===== src/sv/tlbr_pkg.sv =====
// Package: constants, codes and shared types of the thick line rasterizer.
package tlbr_pkg;

   localparam int GRID_W     = 16;
   localparam int GRID_H     = 32;
   localparam int ROW_IDX_W  = $clog2(GRID_H);
   localparam int CMD_W      = 2;
   localparam int COORD_W    = 7;
   localparam int THICK_W    = 3;
   localparam int READ_ROW_W = 5;
   localparam int OUT_W      = 16;
   localparam int COPY_W     = (GRID_W < OUT_W) ? GRID_W : OUT_W;
   localparam int H_W        = THICK_W - 1;
   localparam int OFF_W      = H_W + 1;
   localparam int DIFF_W     = COORD_W + 1;
   localparam int POS_W      = COORD_W + 1;
   localparam int ERR_W      = COORD_W + 3;
   localparam int E2_W       = ERR_W + 1;
   localparam int COL_D_W    = COORD_W + 2;

   typedef enum logic [CMD_W-1:0] {
      CMD_CLEAR = 2'd0,
      CMD_DRAW  = 2'd1,
      CMD_READ  = 2'd2
   } cmd_type;

   typedef enum logic [1:0] {
      ST_IDLE,
      ST_DRAW,
      ST_DRAIN,
      ST_RD_WAIT
   } top_state_type;

   typedef struct packed {
      logic                      go;
      logic signed [COORD_W-1:0] x0;
      logic signed [COORD_W-1:0] y0;
      logic signed [COORD_W-1:0] x1;
      logic signed [COORD_W-1:0] y1;
      logic [H_W-1:0]            h;
   } walk_start_type;

   typedef struct packed {
      logic                 vld;
      logic                 last;
      logic [ROW_IDX_W-1:0] row;
      logic [GRID_W-1:0]    mask;
   } row_req_type;

   // Largest column offset kept by the disc brush on a brush row |oy| = ay
   function automatic logic [H_W-1:0] half_width(input logic [H_W-1:0] h,
                                                 input logic [H_W-1:0] ay);
      logic [H_W-1:0] w;
      w = '0;
      case ({h, ay})
         {2'd1, 2'd0}: w = 2'd1;
         {2'd1, 2'd1}: w = 2'd1;
         {2'd2, 2'd0}: w = 2'd2;
         {2'd2, 2'd1}: w = 2'd2;
         {2'd2, 2'd2}: w = 2'd1;
         {2'd3, 2'd0}: w = 2'd3;
         {2'd3, 2'd1}: w = 2'd3;
         {2'd3, 2'd2}: w = 2'd2;
         {2'd3, 2'd3}: w = 2'd1;
         default:      w = '0;
      endcase
      return w;
   endfunction

endpackage


===== src/sv/tlbr_req_if.sv =====
// Command channel interface: valid/ready handshake with the command item.
interface tlbr_req_if;
   import tlbr_pkg::*;

   logic                         valid;
   logic                         ready;
   logic [CMD_W-1:0]             cmd;
   logic signed [COORD_W-1:0]    x_start;
   logic signed [COORD_W-1:0]    y_start;
   logic signed [COORD_W-1:0]    x_end;
   logic signed [COORD_W-1:0]    y_end;
   logic [THICK_W-1:0]           thickness;
   logic [READ_ROW_W-1:0]        read_row;

   modport source (output valid, cmd, x_start, y_start, x_end, y_end, thickness, read_row,
                   input ready);
   modport sink (input valid, cmd, x_start, y_start, x_end, y_end, thickness, read_row,
                 output ready);
endinterface


===== src/sv/tlbr_rsp_if.sv =====
// Result channel interface: valid/ready handshake with one bitmap row.
interface tlbr_rsp_if;
   import tlbr_pkg::*;

   logic             valid;
   logic             ready;
   logic [OUT_W-1:0] row_bits;

   modport source (output valid, row_bits, input ready);
   modport sink (input valid, row_bits, output ready);
endinterface


===== src/sv/tlbr_ram.sv =====
// Generic single-write, single-read RAM with registered read (read-first).
module tlbr_ram #(
   parameter int WIDTH = 16,
   parameter int DEPTH = 32
) (
   input  logic                     clock,
   input  logic                     wr_en,
   input  logic [$clog2(DEPTH)-1:0] wr_addr,
   input  logic [WIDTH-1:0]         wr_data,
   input  logic                     rd_en,
   input  logic [$clog2(DEPTH)-1:0] rd_addr,
   output logic [WIDTH-1:0]         rd_data
);
   logic [WIDTH-1:0] mem_ff [DEPTH];
   logic [WIDTH-1:0] rd_data_ff;

   always_ff @(posedge clock) begin
      if (wr_en) begin
         mem_ff[wr_addr] <= wr_data;
      end
      if (rd_en) begin
         rd_data_ff <= mem_ff[rd_addr];
      end
   end

   assign rd_data = rd_data_ff;
endmodule


===== src/sv/tlbr_line_walker.sv =====
// Bresenham walker: issues one brush row (row index and column mask) per cycle.
module tlbr_line_walker (
   input  logic                     clock,
   input  logic                     reset,
   input  tlbr_pkg::walk_start_type start,
   output tlbr_pkg::row_req_type    row_req
);
   import tlbr_pkg::*;

   logic                      active_ff, active_in;
   logic signed [COORD_W-1:0] cx_ff, cx_in;
   logic signed [COORD_W-1:0] cy_ff, cy_in;
   logic signed [COORD_W-1:0] x1_ff, x1_in;
   logic signed [COORD_W-1:0] y1_ff, y1_in;
   logic signed [DIFF_W-1:0]  dx_ff, dx_in;
   logic signed [DIFF_W-1:0]  dy_ff, dy_in;
   logic                      sx_neg_ff, sx_neg_in;
   logic                      sy_neg_ff, sy_neg_in;
   logic signed [ERR_W-1:0]   err_ff, err_in;
   logic signed [OFF_W-1:0]   oy_ff, oy_in;
   logic [H_W-1:0]            h_ff, h_in;

   logic signed [POS_W-1:0]   row_pos;
   logic                      row_in_range;
   logic [H_W-1:0]            ay;
   logic [H_W-1:0]            w;
   logic signed [COL_D_W-1:0] w_s;
   logic signed [COL_D_W-1:0] col_d;
   logic [GRID_W-1:0]         mask;
   logic signed [OFF_W-1:0]   h_s;
   logic                      oy_last;
   logic                      at_end;
   logic signed [E2_W-1:0]    e2;
   logic signed [ERR_W-1:0]   nerr;
   logic signed [DIFF_W-1:0]  dx_raw;
   logic signed [DIFF_W-1:0]  dy_raw;

   always_comb begin
      row_pos      = POS_W'(cy_ff) + POS_W'(oy_ff);
      row_in_range = (row_pos >= 0) && (int'(row_pos) < GRID_H);
      ay           = oy_ff[OFF_W-1] ? H_W'(-oy_ff) : H_W'(oy_ff);
      w            = half_width(h_ff, ay);
      w_s          = $signed(COL_D_W'(w));
      mask         = '0;
      for (int c = 0; c < GRID_W; c++) begin
         col_d   = COL_D_W'(c) - COL_D_W'(cx_ff);
         mask[c] = (col_d >= -w_s) && (col_d <= w_s);
      end
      h_s     = $signed(OFF_W'(h_ff));
      oy_last = (oy_ff == h_s);
      at_end  = (cx_ff == x1_ff) && (cy_ff == y1_ff);

      row_req.vld  = active_ff && row_in_range;
      row_req.last = active_ff && oy_last && at_end;
      row_req.row  = ROW_IDX_W'(row_pos);
      row_req.mask = mask;

      e2   = {E2_W'(err_ff)} <<< 1;
      nerr = err_ff;

      active_in = active_ff;
      cx_in     = cx_ff;
      cy_in     = cy_ff;
      x1_in     = x1_ff;
      y1_in     = y1_ff;
      dx_in     = dx_ff;
      dy_in     = dy_ff;
      sx_neg_in = sx_neg_ff;
      sy_neg_in = sy_neg_ff;
      err_in    = err_ff;
      oy_in     = oy_ff;
      h_in      = h_ff;

      dx_raw = DIFF_W'(start.x1) - DIFF_W'(start.x0);
      dy_raw = DIFF_W'(start.y1) - DIFF_W'(start.y0);

      if (start.go) begin
         active_in = 1'b1;
         cx_in     = start.x0;
         cy_in     = start.y0;
         x1_in     = start.x1;
         y1_in     = start.y1;
         dx_in     = (dx_raw < 0) ? -dx_raw : dx_raw;
         dy_in     = (dy_raw < 0) ? dy_raw : -dy_raw;
         sx_neg_in = !(start.x0 < start.x1);
         sy_neg_in = !(start.y0 < start.y1);
         err_in    = ERR_W'(dx_in) + ERR_W'(dy_in);
         h_in      = start.h;
         oy_in     = -$signed(OFF_W'(start.h));
      end else if (active_ff) begin
         if (!oy_last) begin
            oy_in = oy_ff + OFF_W'(1);
         end else if (at_end) begin
            active_in = 1'b0;
         end else begin
            if (e2 >= E2_W'(dy_ff)) begin
               nerr  = nerr + ERR_W'(dy_ff);
               cx_in = cx_ff + (sx_neg_ff ? COORD_W'(-1) : COORD_W'(1));
            end
            if (e2 <= E2_W'(dx_ff)) begin
               nerr  = nerr + ERR_W'(dx_ff);
               cy_in = cy_ff + (sy_neg_ff ? COORD_W'(-1) : COORD_W'(1));
            end
            err_in = nerr;
            oy_in  = -h_s;
         end
      end
   end

   always_ff @(posedge clock) begin
      if (reset) begin
         active_ff <= 1'b0;
      end else begin
         active_ff <= active_in;
      end
   end

   always_ff @(posedge clock) begin
      cx_ff     <= cx_in;
      cy_ff     <= cy_in;
      x1_ff     <= x1_in;
      y1_ff     <= y1_in;
      dx_ff     <= dx_in;
      dy_ff     <= dy_in;
      sx_neg_ff <= sx_neg_in;
      sy_neg_ff <= sy_neg_in;
      err_ff    <= err_in;
      oy_ff     <= oy_in;
      h_ff      <= h_in;
   end
endmodule


===== src/sv/thick_line_bitmap_rasterizer.sv =====
// Top level: command sequencing, bitmap read-modify-write and the result register.
//
//   channel | dir | handshake        | payload
//   req_ch  | in  | valid && ready   | cmd, x_start, y_start, x_end, y_end, thickness, read_row
//   rsp_ch  | out | valid && ready   | row_bits
//
// Clear and unused commands finish on acceptance; a read also waits out any stall on rsp_ch.
// A draw walks 2*h + 1 brush rows per point: the walker issues one brush row per cycle
// into the bitmap RAM, read one cycle and written the next, with forwarding on a repeated row.
// Reset and clear empty the bitmap at once through per-row valid bits; no clearing pass.
// A waiting result does not block clear or draw items.
module thick_line_bitmap_rasterizer (
   input logic        clock,
   input logic        reset,
   tlbr_req_if.sink   req_ch,
   tlbr_rsp_if.source rsp_ch
);
   import tlbr_pkg::*;

   top_state_type        state_ff, state_in;
   logic [GRID_H-1:0]    row_vld_ff, row_vld_in;
   logic                 wr_vld_ff;
   logic [ROW_IDX_W-1:0] wr_row_ff;
   logic [GRID_W-1:0]    wr_mask_ff;
   logic                 fwd_ff;
   logic                 old_vld_ff;
   logic [GRID_W-1:0]    last_wr_ff;
   logic                 rd_ok_ff, rd_ok_in;
   logic                 rsp_vld_ff, rsp_vld_in;
   logic [OUT_W-1:0]     rsp_bits_ff, rsp_bits_in;

   logic                 accept;
   cmd_type              cmd;
   logic                 read_in_range;
   logic [ROW_IDX_W-1:0] read_addr;
   logic                 load_rsp;
   logic [GRID_W-1:0]    base;
   logic [OUT_W-1:0]     rd_bits;

   walk_start_type       walk_start;
   row_req_type          row_req;

   logic                 ram_wr_en;
   logic [ROW_IDX_W-1:0] ram_wr_addr;
   logic [GRID_W-1:0]    ram_wr_data;
   logic                 ram_rd_en;
   logic [ROW_IDX_W-1:0] ram_rd_addr;
   logic [GRID_W-1:0]    ram_rd_data;

   tlbr_line_walker u_walker (
      .clock   (clock),
      .reset   (reset),
      .start   (walk_start),
      .row_req (row_req)
   );

   tlbr_ram #(
      .WIDTH (GRID_W),
      .DEPTH (GRID_H)
   ) u_bitmap (
      .clock   (clock),
      .wr_en   (ram_wr_en),
      .wr_addr (ram_wr_addr),
      .wr_data (ram_wr_data),
      .rd_en   (ram_rd_en),
      .rd_addr (ram_rd_addr),
      .rd_data (ram_rd_data)
   );

   always_comb begin
      req_ch.ready  = (state_ff == ST_IDLE);
      accept        = req_ch.valid && req_ch.ready;
      cmd           = cmd_type'(req_ch.cmd);
      read_in_range = int'(req_ch.read_row) < GRID_H;
      read_addr     = ROW_IDX_W'(req_ch.read_row);

      walk_start.go = accept && (cmd == CMD_DRAW);
      walk_start.x0 = req_ch.x_start;
      walk_start.y0 = req_ch.y_start;
      walk_start.x1 = req_ch.x_end;
      walk_start.y1 = req_ch.y_end;
      walk_start.h  = req_ch.thickness[THICK_W-1:1];

      // write half of the read-modify-write
      base        = fwd_ff ? last_wr_ff : (old_vld_ff ? ram_rd_data : '0);
      ram_wr_en   = wr_vld_ff;
      ram_wr_addr = wr_row_ff;
      ram_wr_data = base | wr_mask_ff;

      ram_rd_en   = 1'b0;
      ram_rd_addr = row_req.row;
      if (row_req.vld) begin
         ram_rd_en = 1'b1;
      end else if (accept && (cmd == CMD_READ) && read_in_range) begin
         ram_rd_en   = 1'b1;
         ram_rd_addr = read_addr;
      end

      row_vld_in = row_vld_ff;
      if (wr_vld_ff) begin
         row_vld_in[wr_row_ff] = 1'b1;
      end
      if (accept && (cmd == CMD_CLEAR)) begin
         row_vld_in = '0;
      end

      rd_ok_in = rd_ok_ff;
      if (accept && (cmd == CMD_READ)) begin
         rd_ok_in = read_in_range && row_vld_ff[read_addr];
      end

      rd_bits = '0;
      for (int i = 0; i < COPY_W; i++) begin
         rd_bits[i] = ram_rd_data[i];
      end

      state_in = state_ff;
      load_rsp = 1'b0;
      case (state_ff)
         ST_IDLE: begin
            if (accept) begin
               case (cmd)
                  CMD_DRAW: state_in = ST_DRAW;
                  CMD_READ: state_in = ST_RD_WAIT;
                  default:  state_in = ST_IDLE;
               endcase
            end
         end
         ST_DRAW: begin
            if (row_req.last) begin
               state_in = ST_DRAIN;
            end
         end
         ST_DRAIN: begin
            state_in = ST_IDLE;
         end
         ST_RD_WAIT: begin
            if (!rsp_vld_ff || rsp_ch.ready) begin
               load_rsp = 1'b1;
               state_in = ST_IDLE;
            end
         end
         default: begin
            state_in = ST_IDLE;
         end
      endcase

      rsp_vld_in  = load_rsp || (rsp_vld_ff && !rsp_ch.ready);
      rsp_bits_in = load_rsp ? (rd_ok_ff ? rd_bits : '0) : rsp_bits_ff;

      rsp_ch.valid    = rsp_vld_ff;
      rsp_ch.row_bits = rsp_bits_ff;
   end

   always_ff @(posedge clock) begin
      if (reset) begin
         state_ff   <= ST_IDLE;
         row_vld_ff <= '0;
         wr_vld_ff  <= 1'b0;
         rsp_vld_ff <= 1'b0;
      end else begin
         state_ff   <= state_in;
         row_vld_ff <= row_vld_in;
         wr_vld_ff  <= row_req.vld;
         rsp_vld_ff <= rsp_vld_in;
      end
   end

   always_ff @(posedge clock) begin
      wr_row_ff   <= row_req.row;
      wr_mask_ff  <= row_req.mask;
      fwd_ff      <= wr_vld_ff && (wr_row_ff == row_req.row);
      old_vld_ff  <= row_vld_ff[row_req.row];
      last_wr_ff  <= ram_wr_data;
      rd_ok_ff    <= rd_ok_in;
      rsp_bits_ff <= rsp_bits_in;
   end
endmodule


===== src/flat_wrapper.sv =====
// flat-port wrapper written by rule: the top's interface ports become plain ports
module thick_line_bitmap_rasterizer_flat import tlbr_pkg::*;
  (clock, reset, req_ch_valid, req_ch_cmd, req_ch_x_start, req_ch_y_start, req_ch_x_end, req_ch_y_end, req_ch_thickness, req_ch_read_row, req_ch_ready, rsp_ch_valid, rsp_ch_row_bits, rsp_ch_ready);
  tlbr_req_if req_ch_i ();
  tlbr_rsp_if rsp_ch_i ();
  input logic clock;
  input logic reset;
  input wire logic [$bits(req_ch_i.valid)-1:0] req_ch_valid;
  input wire logic [$bits(req_ch_i.cmd)-1:0] req_ch_cmd;
  input wire logic [$bits(req_ch_i.x_start)-1:0] req_ch_x_start;
  input wire logic [$bits(req_ch_i.y_start)-1:0] req_ch_y_start;
  input wire logic [$bits(req_ch_i.x_end)-1:0] req_ch_x_end;
  input wire logic [$bits(req_ch_i.y_end)-1:0] req_ch_y_end;
  input wire logic [$bits(req_ch_i.thickness)-1:0] req_ch_thickness;
  input wire logic [$bits(req_ch_i.read_row)-1:0] req_ch_read_row;
  output wire logic [$bits(req_ch_i.ready)-1:0] req_ch_ready;
  output wire logic [$bits(rsp_ch_i.valid)-1:0] rsp_ch_valid;
  output wire logic [$bits(rsp_ch_i.row_bits)-1:0] rsp_ch_row_bits;
  input wire logic [$bits(rsp_ch_i.ready)-1:0] rsp_ch_ready;
  assign req_ch_i.valid = req_ch_valid;
  assign req_ch_i.cmd = req_ch_cmd;
  assign req_ch_i.x_start = req_ch_x_start;
  assign req_ch_i.y_start = req_ch_y_start;
  assign req_ch_i.x_end = req_ch_x_end;
  assign req_ch_i.y_end = req_ch_y_end;
  assign req_ch_i.thickness = req_ch_thickness;
  assign req_ch_i.read_row = req_ch_read_row;
  assign req_ch_ready = req_ch_i.ready;
  assign rsp_ch_valid = rsp_ch_i.valid;
  assign rsp_ch_row_bits = rsp_ch_i.row_bits;
  assign rsp_ch_i.ready = rsp_ch_ready;
  thick_line_bitmap_rasterizer u_core (.clock(clock), .reset(reset), .req_ch(req_ch_i), .rsp_ch(rsp_ch_i));
endmodule

===== config.mk =====
export PLATFORM = sky130hd
export DESIGN_NAME = thick_line_bitmap_rasterizer_flat
export DESIGN_NICKNAME = d
export VERILOG_FILES = /design/src/sv/tlbr_pkg.sv /design/src/sv/tlbr_req_if.sv /design/src/sv/tlbr_rsp_if.sv /design/src/sv/tlbr_ram.sv /design/src/sv/tlbr_line_walker.sv /design/src/sv/thick_line_bitmap_rasterizer.sv /design/src/flat_wrapper.sv
export SDC_FILE = /design/constraint.sdc
export NUM_CORES = 1
export LEC_CHECK = 0
export BUFFER_PORTS_ARGS = -buffer_cell sky130_fd_sc_hd__buf_2
export CORE_MARGIN = 1
export CORE_UTILIZATION = 26
export CTS_CLUSTER_SIZE = 40
export DETAILED_ROUTE_END_ITERATION = 8
export HOLD_SLACK_MARGIN = 0.05
export PLACE_DENSITY = 0.49
export SETUP_SLACK_MARGIN = 0.4
export SLEW_MARGIN = 20
export SYNTH_ARGS = -nofsm -noshare
export SYNTH_HDL_FRONTEND = slang
export SYNTH_HIERARCHICAL = 1
export SYNTH_SLANG_ARGS = --single-unit
export TNS_END_PERCENT = 100

===== constraint.sdc =====
create_clock -name clock -period 5.7 [get_ports clock]
set_input_delay 0.57 -clock clock [delete_from_list [all_inputs] [get_ports clock]]
set_output_delay 0.57 -clock clock [all_outputs]
set_load 0.05 [all_outputs]

Word-level counts from Yosys, hierarchy flattened:

Memories as Yosys holds them, arrays and structs flattened. A register that Yosys moved wholly into a read port is not among the register bits.
Cells that the tools add are included.

* $add $sub $neg: 31
* mux-type cells: 54
* reductions and logical operators: 46
* eq/ne operators: 14
* $lt $le $gt $ge: 44
* bitwise operators: 2

Operator list (count)
* >= comparator 8 x 9 -> 1 bit: 16
* <= comparator 8 x 3 -> 1 bit: 16
* 2-to-1 mux 10 bit: 10
* 2-to-1 mux 7 bit: 12
* subtractor 5 x 7 -> 8 bit (first input constant): 8
* 2-to-1 mux 16 bit: 2
* bitwise OR 32 bit: 1
* subtractor 4 x 7 -> 8 bit (first input constant): 4
* logical AND 1 bit: 28
* adder 10 x 8 -> 10 bit: 2
* less-than comparator 5 x 6 -> 1 bit (second input constant): 3
* less-than comparator 8 x 1 -> 1 bit (second input constant): 2
* 2-to-1 mux 8 bit: 2
* negation 8 bit: 2
* bitwise OR 16 bit: 1
* subtractor 3 x 7 -> 8 bit (first input constant): 2
* subtractor 7 x 7 -> 8 bit: 2
* adder 7 bit: 2
* equality test 7 bit: 2
* less-than comparator 7 bit: 2
* 2-to-1 mux 1 bit: 13
* 2-to-1 mux 3 bit: 4
* >= comparator 11 x 8 -> 1 bit: 1
* <= comparator 11 x 8 -> 1 bit: 1
* 32 further kinds: 53

* input port bits: 42
* bits in writable memories: 512
* memories: 2
* word-level logic and storage cells: 216
* output and inout port bits: 18
* register bits after elaboration: 154
* memory bits (read-only): 32

Memory list
* u_core.u_bitmap.mem_ff: words 32, width 16, read ports 1, clocked after memory_dff 1, write ports 1, RTL line tlbr_ram.sv:14 `logic [WIDTH-1:0] mem_ff [DEPTH];`
* (no name shown): words 16, width 2, read ports 1, clocked after memory_dff 0, write ports 0, RTL line tlbr_pkg.sv:55 `case ({h, ay})`

Longest topological paths before layout:

Gate-level depths: netlist (run 1).

* word-level depth: 12
* mapped depth: 20
* mapped depth without buffers: 19

Hierarchy:

The synthesis (run 1) kept the hierarchy.

Modules (own cells, without submodules)
* tlbr_ram: instances 1, sequential area each 15855.2 sq um, cells an instance 1143, area each 20694.8 sq um
* tlbr_line_walker: instances 1, sequential area each 1851.8 sq um, cells an instance 1105, area each 9510.4 sq um
* thick_line_bitmap_rasterizer: instances 1, sequential area each 2011.9 sq um, cells an instance 335, area each 3637.2 sq um

Worst setup path after synthesis (run 1):

OpenSTA, ideal clock, no wires.

* path kind: register to register
* start point: register u_core.u_walker.oy_ff[1]
* end point: register u_core.wr_mask_ff[8]
* cell stages (with the launch flop): 15
* arrival: 4.583 ns
* setup slack: 0.993 ns
* setup time: 0.124 ns
* required time: 5.576 ns
* period minus slack after synthesis: 4.707 ns
* buffers on the path: 0
* cells stage by stage: edfxtp_1 -> ha_1 -> mux2i_1 -> nor3_1 -> a21o_1 -> a22o_1 -> inv_1 -> ha_1 -> ha_1 -> a21o_1 -> a21o_1 -> a21o_1 -> a21o_1 -> a21oi_1 -> a31oi_1

RTL lines
* from (decl): RTL line tlbr_line_walker.sv:20 `logic signed [OFF_W-1:0] oy_ff, oy_in;`
* from (signal assigned): RTL line tlbr_line_walker.sv:128 `oy_ff <= oy_in;`
* to (signal assigned): RTL line thick_line_bitmap_rasterizer.sv:171 `wr_mask_ff <= row_req.mask;`
* to (decl): RTL line thick_line_bitmap_rasterizer.sv:24 `logic [GRID_W-1:0] wr_mask_ff;`

==> flow_metrics.py, run 1 <==
metrics = {
    "run_status": {
        "status": "complete, no violations",
    },
    "grt": {
        "antenna_found_initial": 3,
        "grt_pass1_vias": 20732,
        "grt_usage_pct": 13.1,
        "grt_pass1_wl_mm": 131,
        "grt_overflow": 0,
        "grt_start_max_net_pins": 75,
    },
    "sta": {
        "layout_setup_ws_ns": 1.00,
        "finalMaxSlewViolations": 0,
        "min_period_ns": 4.70,
        "fmax_mhz": 213,
        "rsz0062_at_grt": "false",
        "worst_slew_pin_slew_ns": 1.07,
        "hold_viol": 0,
        "period_share_pct": 82.4,
        "skew_ns": 0.0254,
        "setup_violations": 0,
        "setup-tns-final_ns": 0,
        "slew_headroom_pct": 27.8,
    },
    "critical_path": {
        "crit_required_ns": 6.06,
        "cp_max_fo": 21,
        "cp_data_arrival_time_ns": 5.05,
        "critical_path_class": "flop to flop",
        "endpoint_kind": "flop",
        "worst_setup_path_start_kind": "flop",
    },
    "route": {
        "routed_wl_mm": 87.5,
        "drc_errors": 0,
        "first_pass_iters": 5,
        "avgViaCountPerCell": 4.59,
        "vias": 20693,
        "drtIter0Drc": 1397,
        "ant_nets": 0,
        "wire_per_inst_um": 19.4,
    },
    "run": {
        "max_cap_viol_count": 0,
    },
    "clocking": {
        "cts_resized": 0,
        "cts_root_buf": "clkbuf_16",
        "insertion_delay_ns": 0.64,
        "clk_path_buf_depth": 3,
        "htreeDepth": 3,
        "clock-sinks": 682,
        "clk_pin_slew_ns": 0.06,
        "cts_setup_buffers": 0,
        "cts_buffers": 77,
        "cts_tree": "done",
        "holdBufCountCts": 0,
    },
    "die": {
        "fp.coreArea_sq_mm": 0.129,
        "start_util_pct": 26.2,
        "die_w_um": 363,
        "die_area_sq_mm": 0.132,
        "die_h_um": 363,
        "fp-row-count": 132,
        "io_pins": 60,
    },
    "cells_and_area": {
        "drive_gt1_share_pct": 11.2,
        "final_core_util_pct": 30.0,
        "fin_area_sq_mm": 0.0388,
        "final_common_cell": "edfxtp_1",
        "final_cell_mix": "edfxtp_1 (606), mux2i_1 (297), ha_1 (204)",
        "syn2layout_area_growth_pct": 14.6,
        "final_nets": 2958,
    },
    "synth": {
        "synth_seq_cells": 682,
        "yosysSeqAreaShare_pct": 58.3,
        "synthDistinctLibCells": 90,
        "syn_inst": 2583,
        "synth_fp_nets": 2838,
        "synth_ff_type": "edfxtp_1",
        "async_flop_share_pct": 0,
        "yosysWarnings": 6,
        "synth-edff-count": 606,
        "syn-cell-area_sq_mm": 0.0338,
        "syn_avg_cell_area_sq_um": 13.1,
    },
    "power": {
        "p_total_mw": 13.5,
        "power_density_mw_per_mm2": 349,
        "p_leak_nw": 14.5,
        "irDropWorstVdd_mv": 0.208,
    },
    "placed_design": {
        "io_buffers": 58,
        "hpwl_mm": 56.4,
        "gp_congestion": 0.791,
        "placed_cell_area_sq_mm": 0.0364,
        "pre_cts_slack_ns": 0.931,
    },
    "min_path": {
        "hp-class": "primary input to flop",
    },
}
-- sequential cells by signal, indices dropped and copies added (netlist names), 2 cells and up --
| signal | flops |
|---|---|
| u_core/u_walker/oy_ff | 3 |
| u_core/u_walker/err_ff | 10 |
| u_core/u_walker/y1_ff | 7 |
| u_core/state_ff | 2 |
| u_core/u_walker/h_ff | 2 |
| u_core/u_walker/dx_ff | 8 |
| u_core/u_bitmap/rd_data | 16 |
| u_core/u_walker/dy_ff | 8 |
| u_core/ram_wr_addr | 5 |
| u_core/last_wr_ff | 16 |
| u_core/u_walker/cy_ff | 7 |
| u_core/u_bitmap/mem_ff | 512 |
| u_core/u_walker/x1_ff | 7 |
| u_core/rsp_ch.row_bits | 16 |
| u_core/u_walker/cx_ff | 7 |
| u_core/wr_mask_ff | 16 |
| u_core/row_vld_ff | 32 |
-- cells in the mapped netlist, drive strengths merged (5+ instances only) --
| master | n | area [sq um] |
|---|---|---|
| a22o | 33 | 289 |
| a31oi | 34 | 213 |
| and2 | 20 | 129 |
| a22oi | 74 | 556 |
| o21ai | 68 | 340 |
| nand2b | 21 | 131 |
| nand4 | 25 | 156 |
| a221o | 17 | 170 |
| mux2 | 11 | 128 |
| and3 | 10 | 63.8 |
| nor4 | 9 | 68.8 |
| nor2 | 148 | 571 |
| o22ai | 21 | 138 |
| clkbuf | 28 | 105 |
| edfxtp | 606 | 18200 |
| mux2i | 297 | 2970 |
| buf | 81 | 656 |
| nand3b | 7 | 52.6 |
| nor3 | 39 | 195 |
| xnor2 | 68 | 603 |
| nand3 | 49 | 245 |
| a211oi | 12 | 95.1 |
| fa | 8 | 160 |
| nand4b | 6 | 52.6 |
| a21o | 49 | 370 |
| or3 | 9 | 61.3 |
| nor3b | 7 | 52.6 |
| xor2 | 50 | 438 |
| dfxtp | 76 | 1520 |
| a221oi | 5 | 73.8 |
| o21bai | 9 | 67.6 |
| nand2 | 105 | 397 |
| nor2b | 44 | 275 |
| a21oi | 161 | 817 |
| o21a | 8 | 60.1 |
| inv | 114 | 428 |
| ha | 205 | 2560 |
-- through the flow --
stage	cells	hold WS (ns)
after CTS	4507	0.0961
after detailed placement	4366	0.440
after floorplan	2583	0.457
final	4509	0.139
after global routing	4507	0.105
after global placement	4366	0.433
-- routing by layer --
layer / vias to the layer above / part of all wire (%) / GRT usage, %
li1: 10018 / - / -
met1: 10205 / 47 / 17.6
met2: 366 / 47 / 21.9
met3: 100 / 3.8 / 2.22
met4: 4 / 1.8 / 3.05
met5: - / 0.024 / 0
-- worst max-delay path, stage by stage, from the launching register on --
cell      delay (ns)
edfxtp_1        0.50
ha_1            0.25
inv_1           0.07
fa_1            0.20
inv_1           0.05
a21o_1          0.17
a21oi_1         0.23
o21bai_1        0.09
a21oi_1         0.18
mux2i_1         0.21
nor2_1          0.11
nor2_4          0.22
mux2_2          0.46
nor2b_4         0.61
buf_4           0.33
a22oi_1         0.12
a31oi_1         0.49
nand3_1         0.13
-- final timing paths --
path                                  from                         end  slack (ns)  depth (start not counted)
hold / removal         req_ch_thickness[1]     u_core/u_walker/h_ff[0]        0.14                          1
setup / recovery  u_core/u_walker/oy_ff[0]  u_core/u_bitmap/rd_data[3]        1.00                         17
hold reg to reg       u_core/wr_mask_ff[3]        u_core/last_wr_ff[3]        0.45                          1
setup reg to reg  u_core/u_walker/oy_ff[0]  u_core/u_bitmap/rd_data[3]        1.00                         17
-- cells by family (layout without fill, tap and decap cells) --
logic type / after synthesis / count (layout) / synth area share (%)
multiplexers: 308 / 308 / 9.16
XOR/XNOR: 118 / 118 / 3.08
buffers and inverters: 224 / 406 / 3.52
AO/OA/AOI/OAI: 523 / 523 / 10.3
adder cells (fa/ha/maj): 213 / 213 / 8.05
flip-flops: 682 / 682 / 58.3
other: 0 / 2 / 0
AND/OR/NAND/NOR: 515 / 515 / 7.63
-- final cells by class --
type | instances | area (sq um)
inverter | 115 | 432
timing repair buffer | 150 | 1040
multi-input combinational | 1677 | 13000
antenna | 2 | 5.00
clock buffer | 97 | 2050
tap | 1742 | 2180
fill | 13053 | 90500
sequential | 682 | 19700
clock inverter | 44 | 359
-- power by group --
| part | internal, mW | total [mW] | switching, mW |
|---|---|---|---|
| registers | 5.91 | 6.00 | 0.0830 |
| logic | 0.964 | 2.81 | 1.85 |
| clock network | 2.71 | 4.74 | 2.03 |
| total | 9.59 | 13.5 | 3.96 |
(Power assumes the default switching activity.)
==> inputs of run 2 (changes only) <==
- PLACE_DENSITY: 0.49 -> 0.5
- clock period: 5.7 -> 4 ns (I/O delays scaled with it)
==> run 2 against run 1 <==
Clock skew down 0.0023 ns. Via count up 4.5%. Hold slack worse by 0.039 ns. Combinational power up 70%. Power up 47%. Worst setup slack worse by 0.86 ns. First-iteration DRC count down 5.2%. Flip-flop and latch count unchanged. Critical path type unchanged. Critical endpoint is now u_core/u_bitmap/rd_data[10].
==> flow_metrics.py, run 2 (same netlist as run 1, synthesis figures left out) <==
metrics = {
    "cells_and_area": {
        "final_common_cell": "edfxtp_1",
        "top_register": "u_core/u_bitmap/mem_ff",
        "final_core_util_pct": 31.7,
        "syn2layout_area_growth_pct": 21.1,
        "n_fill_cell": 12877,
        "final_cell_mix": "edfxtp_1 (606), mux2i_1 (293), buf_4 (195)",
        "drive_gt1_share_pct": 18.2,
        "largestRegisters": "u_core/u_bitmap/mem_ff x512, u_core/row_vld_ff x32",
        "final_cells": 4672,
        "final_nets": 3125,
        "largest_reg_flops": 512,
    },
    "critical_path": {
        "path_cells": "ha_2, inv_2, fa_2, inv_2, a21o_1, a21oi_2, o21bai_1, a21oi_1, mux2i_1, nor2_2, nor2_4, mux2_8, buf_12, bufbuf_16, mux2i_1, a21oi_1, a31oi_1, buf_4, nand3_2",
        "critical-path-top-delay-family": "multiplexers",
        "critical_path_class": "flop to flop",
        "crit_required_ns": 4.38,
        "worst_setup_path_start_kind": "flop",
        "endpoint_kind": "flop",
        "cp_slowest_cell": "mux2_8",
        "cp_max_fo": 7,
        "slowest_delay_ns": 0.47,
        "crit_buf_inv": 5,
        "cp_data_arrival_time_ns": 4.24,
    },
    "sta": {
        "rsz0062_at_grt": "true",
        "worst_slew_pin_slew_ns": 1.02,
        "min_period_ns": 3.86,
        "slew_headroom_pct": 31.3,
        "finalMaxSlewViolations": 0,
        "hold_viol": 0,
        "holdWs_ns": 0.0997,
        "setup_violations": 0,
        "skew_ns": 0.0231,
        "setup-tns-final_ns": 0,
        "period_share_pct": 96.5,
        "fmax_mhz": 259,
    },
    "grt": {
        "grt_start_max_net_pins": 75,
        "grt_usage_pct": 13.6,
        "antenna_found_initial": 4,
        "grt_pass1_wl_mm": 136,
        "grt_overflow": 0,
        "grt_pass1_vias": 21777,
    },
    "clocking": {
        "insertion_delay_ns": 0.64,
        "clock-sinks": 682,
        "clk_path_buf_depth": 3,
        "cts_tree": "done",
        "cts_buffers": 77,
        "clk_pin_slew_ns": 0.06,
        "htreeDepth": 3,
        "cts_root_buf": "clkbuf_16",
    },
    "die": {
        "die_area_sq_mm": 0.132,
        "fp.coreArea_sq_mm": 0.129,
        "start_util_pct": 26.2,
        "die_h_um": 363,
        "fp-row-count": 132,
        "io_pins": 60,
        "die_w_um": 363,
    },
    "run_status": {
        "status": "complete, no violations",
    },
    "route": {
        "vias": 21631,
        "drtIter0Drc": 1325,
        "ant_nets": 0,
        "drc_errors": 0,
        "wire_per_inst_um": 19.4,
        "routed_wl_mm": 90.9,
        "first_pass_iters": 5,
        "avgViaCountPerCell": 4.63,
    },
    "power": {
        "irDropWorstVdd_mv": 0.324,
        "p_total_mw": 19.9,
        "power_density_mw_per_mm2": 485,
        "p_leak_nw": 15.5,
    },
    "run": {
        "max_cap_viol_count": 0,
    },
    "placed_design": {
        "gp_congestion": 0.781,
        "hpwl_mm": 59.2,
        "placedCellCount": 4480,
        "io_buffers": 58,
    },
    "min_path": {
        "hp-class": "primary input to flop",
    },
}
==> run 2: repair_timing <==
action / 4_1_cts / 5_1_grt
setup endpoints to repair: 32 / 36
hold buffers: 17 / 0
resized for setup: 75 / 66
endpoints found under the hold margin: 20 / 0
buffers inserted: 18 / 10
pin swaps: 34 / 48
cloned: 6 / 2
==> run 2: metal layers <==
layer | GRT usage (%) | up-vias | part of all wire [%]
met2 | 22.7 | 374 | 47
met5 | 0 | - | 0
met3 | 2.00 | 103 | 4.1
met4 | 2.97 | 0 | 1.7
li1 | - | 10369 | -
met1 | 18.6 | 10785 | 47
==> run 2: worst paths after layout <==
check,from,end,slack (ns),cells after the start
max,u_core/u_walker/oy_ff[0],u_core/u_bitmap/rd_data[10],0.14,19
min,req_ch_x_start[5],u_core/u_walker/cx_ff[5],0.1,3
max reg2reg,u_core/u_walker/oy_ff[0],u_core/u_bitmap/rd_data[10],0.14,19
min reg2reg,u_core/wr_mask_ff[14],u_core/last_wr_ff[14],0.44,2
==> run 2: area by class of cell <==
| cell class | count | area, sq um | share of cell area [%] |
|---|---|---|---|
| diodes | 3 | 7.51 | 0.0183 |
| clock buffers | 105 | 2040 | 4.98 |
| clock inverters | 31 | 280 | 0.684 |
| inverters | 115 | 439 | 1.07 |
| multi-input cells | 1678 | 13500 | 32.9 |
| flip-flops and latches | 682 | 19700 | 48.1 |
| well taps | 1742 | 2180 | 5.32 |
| repair buffers | 316 | 2820 | 6.88 |
==> run 2: worst register-to-register path, stage by stage (launching register included) <==
cell	delay (ns)
edfxtp_1	0.41
ha_2	0.21
inv_2	0.06
fa_2	0.20
inv_2	0.03
a21o_1	0.15
a21oi_2	0.13
o21bai_1	0.08
a21oi_1	0.16
mux2i_1	0.24
nor2_2	0.07
nor2_4	0.19
mux2_8	0.47
buf_12	0.20
bufbuf_16	0.29
mux2i_1	0.17
a21oi_1	0.09
a31oi_1	0.18
buf_4	0.18
nand3_2	0.07
==> run 2: per-stage QoR <==
step	worst slack, ns	cell area [sq um]
floorplan	0.407	33900
CTS	0.131	40600
global route	-0.0648	41000
global placement	-0.0628	37400
finish	0.141	41000
detailed placement	-0.0804	37400
==> run 2: power by group <==
part / switching (mW) / internal, mW
Clock: 2.87 / 3.74
Sequential: 0.0985 / 8.43
Combinational: 2.86 / 1.90
Total: 5.83 / 14.1
